### config.mk
export PLATFORM = sky130hd
export DESIGN_NAME = multi_sender_heartbeat_watchdog
export DESIGN_NICKNAME = d
export VERILOG_FILES = /design/src/rtl/mshw_pkg.sv /design/src/rtl/multi_sender_heartbeat_watchdog.sv
export SDC_FILE = /design/constraint.sdc
export NUM_CORES = 1
export LEC_CHECK = 0
export ABC_AREA = 1
export BUFFER_PORTS_ARGS = -buffer_cell sky130_fd_sc_hd__clkbuf_2
export CAP_MARGIN = 20
export CORE_UTILIZATION = 55
export DETAILED_ROUTE_END_ITERATION = 10
export GPL_TIMING_DRIVEN = 0
export PLACE_DENSITY = 0.7
export SLEW_MARGIN = 5
export SYNTH_ARGS = -nofsm -noshare
export SYNTH_HDL_FRONTEND = slang
export SYNTH_SLANG_ARGS = --single-unit
export TNS_END_PERCENT = 10
### constraint.sdc
create_clock -name clk -period 6.3 [get_ports clk]
set_clock_uncertainty 0.1 [all_clocks]
set_input_delay 0.63 -clock clk [delete_from_list [all_inputs] [get_ports clk]]
set_output_delay 0.63 -clock clk [all_outputs]
set_load 0.05 [all_outputs]
### src/rtl/mshw_pkg.sv
// ----------------------------------------------------------------------------
// mshw_pkg
// Shared types and constants for the multi-sender heartbeat watchdog.
// ----------------------------------------------------------------------------
`default_nettype none

package mshw_pkg;

  localparam int NUM_SENDERS_DEF = 16;
  localparam int TIME_BITS_DEF   = 48;

  localparam logic [31:0] EXPIRE_RESET = 32'd1000;

  typedef enum logic [1:0] {
    OP_ADD   = 2'd0,
    OP_BEAT  = 2'd1,
    OP_CHECK = 2'd2,
    OP_QUERY = 2'd3
  } op_t;

  typedef enum logic [2:0] {
    S_IDLE,
    S_RD,
    S_RESP,
    S_SW_RD,
    S_SW_EVAL,
    S_EM_RD,
    S_EM_OUT,
    S_CLOSE
  } state_t;

endpackage

`default_nettype wire

### src/rtl/multi_sender_heartbeat_watchdog.sv
// ----------------------------------------------------------------------------
// multi_sender_heartbeat_watchdog
// Sender table with beat times and suspect/dead marks, swept by a sequencer.
// ----------------------------------------------------------------------------
// An item is taken when start is high and busy is low. Add, beat and query
// give one result each, through the S_RD and S_RESP states. A check sweep
// walks the table twice, a read state and an evaluate or output state per
// entry each time, through the single read port of the beat-time memory and
// one shared subtract-and-compare unit, then closes. Results show for one
// cycle with result_valid high and cannot be held off.
`default_nettype none

module multi_sender_heartbeat_watchdog #(
  parameter int NUM_SENDERS = mshw_pkg::NUM_SENDERS_DEF,
  parameter int TIME_BITS   = mshw_pkg::TIME_BITS_DEF
) (
  input  wire logic                 clk,
  input  wire logic                 rst,
  input  wire logic                 cfg_wr_en,
  input  wire logic [31:0]          cfg_wr_data,
  input  wire logic                 start,
  output logic                      busy,
  input  wire logic [1:0]           opcode,
  input  wire logic [3:0]           sender_index,
  input  wire logic [TIME_BITS-1:0] time_value,
  output logic                      result_valid,
  output logic [3:0]                out_sender,
  output logic                      newly_dead,
  output logic [TIME_BITS-1:0]      last_beat_time,
  output logic                      is_present,
  output logic                      is_suspect,
  output logic                      is_dead,
  output logic [4:0]                dead_count,
  output logic                      last_result
);

  localparam int IDX_W = (NUM_SENDERS > 1) ? $clog2(NUM_SENDERS) : 1;
  localparam int DC_W  = $clog2(NUM_SENDERS + 1);
  localparam logic [IDX_W-1:0] LAST_PTR = IDX_W'(NUM_SENDERS - 1);

  mshw_pkg::state_t state, state_next;

  logic [31:0]            expire_interval;
  mshw_pkg::op_t          op_q;
  logic [3:0]             idx_q;
  logic                   in_table_q;
  logic [TIME_BITS-1:0]   time_q;
  logic [IDX_W-1:0]       ptr;
  logic [NUM_SENDERS-1:0] present;
  logic [NUM_SENDERS-1:0] suspect;
  logic [NUM_SENDERS-1:0] dead;
  logic [NUM_SENDERS-1:0] newly;
  logic [DC_W-1:0]        dcount;

  logic [TIME_BITS-1:0]   mem [NUM_SENDERS];
  logic [TIME_BITS-1:0]   rd_data;

  logic                   accept;
  logic                   ptr_last;
  logic [TIME_BITS:0]     diff;
  logic                   expired;
  logic                   mem_we;
  logic [TIME_BITS-1:0]   mem_wdata;
  logic                   res_load;
  logic [3:0]             res_sender;
  logic                   res_newly;
  logic [TIME_BITS-1:0]   res_time;
  logic                   res_present;
  logic                   res_suspect;
  logic                   res_dead;
  logic                   res_last;

  assign accept   = start && !busy;
  assign ptr_last = (ptr == LAST_PTR);

  // shared subtract and compare unit
  assign diff    = {1'b0, time_q} - {1'b0, rd_data};
  assign expired = !diff[TIME_BITS] && (diff[TIME_BITS-1:0] > TIME_BITS'(expire_interval));

  always_comb begin
    state_next = state;
    unique case (state)
      mshw_pkg::S_IDLE: begin
        if (accept) begin
          state_next = (mshw_pkg::op_t'(opcode) == mshw_pkg::OP_CHECK) ?
                       mshw_pkg::S_SW_RD : mshw_pkg::S_RD;
        end
      end
      mshw_pkg::S_RD:      state_next = mshw_pkg::S_RESP;
      mshw_pkg::S_RESP:    state_next = mshw_pkg::S_IDLE;
      mshw_pkg::S_SW_RD:   state_next = mshw_pkg::S_SW_EVAL;
      mshw_pkg::S_SW_EVAL: state_next = ptr_last ? mshw_pkg::S_EM_RD : mshw_pkg::S_SW_RD;
      mshw_pkg::S_EM_RD:   state_next = mshw_pkg::S_EM_OUT;
      mshw_pkg::S_EM_OUT:  state_next = ptr_last ? mshw_pkg::S_CLOSE : mshw_pkg::S_EM_RD;
      mshw_pkg::S_CLOSE:   state_next = mshw_pkg::S_IDLE;
      default:             state_next = mshw_pkg::S_IDLE;
    endcase
  end

  always_comb begin
    busy        = (state != mshw_pkg::S_IDLE);
    mem_we      = 1'b0;
    mem_wdata   = '0;
    res_load    = 1'b0;
    res_sender  = '0;
    res_newly   = 1'b0;
    res_time    = '0;
    res_present = 1'b0;
    res_suspect = 1'b0;
    res_dead    = 1'b0;
    res_last    = 1'b0;
    unique case (state)
      mshw_pkg::S_RESP: begin
        res_load   = 1'b1;
        res_sender = idx_q;
        res_last   = 1'b1;
        if (in_table_q) begin
          res_suspect = suspect[ptr];
          res_dead    = dead[ptr];
          unique case (op_q)
            mshw_pkg::OP_BEAT: begin
              mem_we      = 1'b1;
              mem_wdata   = time_q;
              res_time    = time_q;
              res_present = 1'b1;
            end
            mshw_pkg::OP_ADD: begin
              mem_we      = !present[ptr];
              res_time    = present[ptr] ? rd_data : '0;
              res_present = 1'b1;
            end
            default: begin
              res_time    = present[ptr] ? rd_data : '0;
              res_present = present[ptr];
            end
          endcase
        end
      end
      mshw_pkg::S_EM_OUT: begin
        res_load    = newly[ptr];
        res_sender  = 4'(ptr);
        res_newly   = 1'b1;
        res_time    = rd_data;
        res_present = present[ptr];
        res_suspect = suspect[ptr];
        res_dead    = dead[ptr];
      end
      mshw_pkg::S_CLOSE: begin
        res_load = 1'b1;
        res_last = 1'b1;
      end
      default: begin
      end
    endcase
  end

  always_ff @(posedge clk) begin
    if (rst) begin
      state           <= mshw_pkg::S_IDLE;
      expire_interval <= mshw_pkg::EXPIRE_RESET;
      present         <= '0;
      suspect         <= '0;
      dead            <= '0;
      newly           <= '0;
      dcount          <= '0;
      result_valid    <= 1'b0;
    end else begin
      state        <= state_next;
      result_valid <= res_load;
      if (cfg_wr_en) begin
        expire_interval <= cfg_wr_data;
      end
      if (accept) begin
        newly <= '0;
      end
      if (state == mshw_pkg::S_RESP && in_table_q && op_q != mshw_pkg::OP_QUERY) begin
        present[ptr] <= 1'b1;
      end
      if (state == mshw_pkg::S_SW_EVAL && present[ptr]) begin
        if (expired && !suspect[ptr]) begin
          suspect[ptr] <= 1'b1;
        end else if (expired && !dead[ptr]) begin
          dead[ptr]  <= 1'b1;
          newly[ptr] <= 1'b1;
          dcount     <= dcount + 1'b1;
        end else if (!expired && dead[ptr]) begin
          suspect[ptr] <= 1'b0;
          dead[ptr]    <= 1'b0;
          dcount       <= dcount - 1'b1;
        end
      end
    end
  end

  always_ff @(posedge clk) begin
    if (accept) begin
      op_q       <= mshw_pkg::op_t'(opcode);
      idx_q      <= sender_index;
      in_table_q <= (32'(sender_index) < NUM_SENDERS);
      time_q     <= time_value;
      ptr        <= (mshw_pkg::op_t'(opcode) == mshw_pkg::OP_CHECK) ?
                    '0 : IDX_W'(sender_index);
    end else if ((state == mshw_pkg::S_SW_EVAL || state == mshw_pkg::S_EM_OUT)) begin
      ptr <= ptr_last ? '0 : ptr + 1'b1;
    end
    if (mem_we) begin
      mem[ptr] <= mem_wdata;
    end
    rd_data <= mem[ptr];
    if (res_load) begin
      out_sender     <= res_sender;
      newly_dead     <= res_newly;
      last_beat_time <= res_time;
      is_present     <= res_present;
      is_suspect     <= res_suspect;
      is_dead        <= res_dead;
      dead_count     <= 5'(dcount);
      last_result    <= res_last;
    end
  end

endmodule

`default_nettype wire

==> impl_metrics.json <==
{
  "cp_slowest_cell": "edfxtp_1",
  "final-seq-area_um2": 29730,
  "hold_viol_final": 0,
  "grt_pass1_wl_mm": 198.8,
  "tightest_slew_ns": 1.372,
  "dpl_cell_area_um2": 47880,
  "critPathRequiredTime_ns": 6.79,
  "rows": 104,
  "track_usage": 0.3269,
  "synthXorXnorAreaFrac": 0.006839,
  "wl_per_cell_um": 23.83,
  "antenna_found_initial": 4,
  "n_fill_cell": 6380,
  "synthArstFlopShare": 0,
  "final-setup-viol-count": 0,
  "hpwl_mm": 100.9,
  "die_w_um": 287.5,
  "vdd_ir_drop_max_mv": 0.2491,
  "initial_utilization": 0.5565,
  "grt_max_degree": 37,
  "nNetsFinal": 4756,
  "core-area_um2": 80550,
  "design_area_um2": 51550,
  "synth_area_um2": 44820,
  "pin_count": 154,
  "cp-start-kind": "register",
  "cts_tree": "done",
  "maxCapViolCount": 0,
  "ys_warn_count": 0,
  "grt_pass1_vias": 32050,
  "synth-compound-area-share": 0.1136,
  "root_buffer": "clkbuf_16",
  "clk_latency_ns": 0.69,
  "drt_iter0_drc": 4320,
  "end_kind": "register",
  "netlist_instances": 4205,
  "syn_avg_cell_area_um2": 10.66,
  "min_path_type": "in2reg",
  "path_clk_slew_ns": 0.07,
  "leakage_nw": 17.54,
  "wirelength_mm": 136.4,
  "antenna_left": 0,
  "clkSinkCount": 1041,
  "power.density_nw_per_um2": 354.1,
  "arrival_ns": 6.47,
  "worst_slack_ns": 0.3287,
  "place_ws_ns": -0.4896,
  "synth_top_area_frac": 0.5949,
  "cts_buffer_depth": 3,
  "synthFlopType": "edfxtp_1",
  "run_status": "complete, no violations",
  "final_cell_mix": "edfxtp_1, nand2_1, nor2_1",
  "layoutNonFillerInstCount": 5725,
  "synth-simple-area-share": 0.1418,
  "layout_commonest_cell": "edfxtp_1",
  "dp.cells": 5508,
  "synth_top_family_by_area": "simple AND/OR/NAND/NOR gates",
  "critPathMostFrequentCell": "nand2_1",
  "synth-edff-count": 888,
  "routabilityCongestion": 0.9872,
  "slowest_delay_ns": 0.47,
  "synth_area_leaders": "edfxtp_1, dfxtp_1, nand2_1",
  "crit_fanout": 10,
  "htree_levels": 3,
  "cts_buffers": 104,
  "finalSetupTns_ns": 0,
  "fin_crit_sh": 0.9478,
  "max_slew_margin": 0.08548,
  "timing.final.max_slew_violations": 0,
  "max_clock_freq_mhz": 167.5,
  "yosys-mux-area-fraction": 0,
  "area_growth_pct": 15.00,
  "dr_total_vias": 33750,
  "multi_input_area_um2": 13070,
  "yosysTopAreaCell": "edfxtp_1",
  "synth_seq_area_share": 0.6632,
  "min_period_ns": 5.971,
  "die_area_um2": 82640,
  "hold_slack_ns": 0.02797,
  "ys_ff_latch": 1041,
  "critPathKind": "reg2reg",
  "die_y_um": 287.5,
  "fin_util": 0.6400,
  "dr.pass1.iters": 6,
  "synthesis.nets": 4386,
  "io_buffers": 153,
  "power_mw": 18.26,
  "viasPerCell": 5.895,
  "synth_fa_ha_area_frac": 0.02574,
  "overflow": 0,
  "synth_cell_type_count": 51,
  "drcViolationCount": 0,
  "drive_above_1_share": 0.1100
}
[state kept, by name, summed over array words and instances, names as in the netlist, 2 cells and up, named ones only]
signal / cells
newly: 16
idx_q: 4
present: 16
mem: 768
state: 3
time_q: 48
dead_count: 5
ptr: 4
op_q: 2
rd_data: 48
dcount: 5
out_sender: 4
last_beat_time: 48
expire_interval: 32
[kinds of logic after synthesis]
kind of cell,Yosys count
AOI/OAI and AO/OA,926
xor gates and xnor gates,35
adders and majority gates,91
buffers and inverters,570
DFF,1041
and+or+nand+nor,1542
[per-layer routing]
layer  up-vias  track usage  wire length (um)
li1      15460            -                 -
met1     16150       0.4508             54330
met2      1862       0.5025             61410
met3       283      0.07242             15370
met4         2       0.1354              5287
met5         -            0                13
[critical path: cells and delay by family, from the launching register on]
kind	cells	cell delay (ns)
xor gates and xnor gates	2	0.35
adders and majority gates	4	1.24
buffers and inverters	3	0.46
AOI/OAI and AO/OA	4	0.80
DFF	1	0.47
and+or+nand+nor	18	2.45
[final timing paths]
| path | startpoint | to | slack [ns] | cells after the start |
|---|---|---|---|---|
| setup / recovery | time_q[5] | dcount[4] | 0.33 | 31 |
| hold / removal | time_value[9] | time_q[9] | 0.03 | 1 |
| setup reg to reg | time_q[5] | dcount[4] | 0.33 | 31 |
| hold reg to reg | register | register | 0.34 | 2 |
[Yosys cell counts, types with 2 or more instances]
master    count
buf_6         2
o21ai_1       3
fa_1          2
clkbuf_1    196
xnor2_1      11
o22ai_1     245
nor2_1      601
xor2_1       24
nand3b_1      2
o21bai_1     27
a21oi_1     163
nand3_2      14
dfxtp_1     153
nand4_1      95
nor2_2       13
nor3_1       22
o21a_1        2
nor3_2        4
a31oi_1       3
a21oi_2      10
nand3_1      66
nand2_2       7
ha_1         89
nand2_1     709
inv_2        11
edfxtp_1    888
buf_2         8
o21ai_0     465
buf_1         9
inv_1       338
clkinv_1      3
[power by group]
| group | internal [mW] | switching, mW | leakage, nW |
|---|---|---|---|
| clock network | 3.48 | 2.65 | 1.64 |
| logic | 1.26 | 3.09 | 7.93 |
| registers | 7.64 | 0.141 | 7.97 |
[repair_timing]
item / 4_1_cts / 5_1_grt
pin swaps: 0 / 1
hold buffers: 8 / 0
hold endpoints to repair: 8 / 0
buffers inserted: 0 / 1
endpoints found under the setup margin: 3 / 2
gates resized for setup: 3 / 15
[cell type report]
type	instances	area share
inverters	353	0.02580
repair buffers	265	0.03561
diodes	2	0.00009709
clock inverters	48	0.01034
well taps	1060	0.02573
clock buffers	146	0.05551
plain buffers	216	0.01667
multi-input cells	2594	0.2535
flip-flops and latches	1041	0.5767
Power figures use the tool's default switching activity.
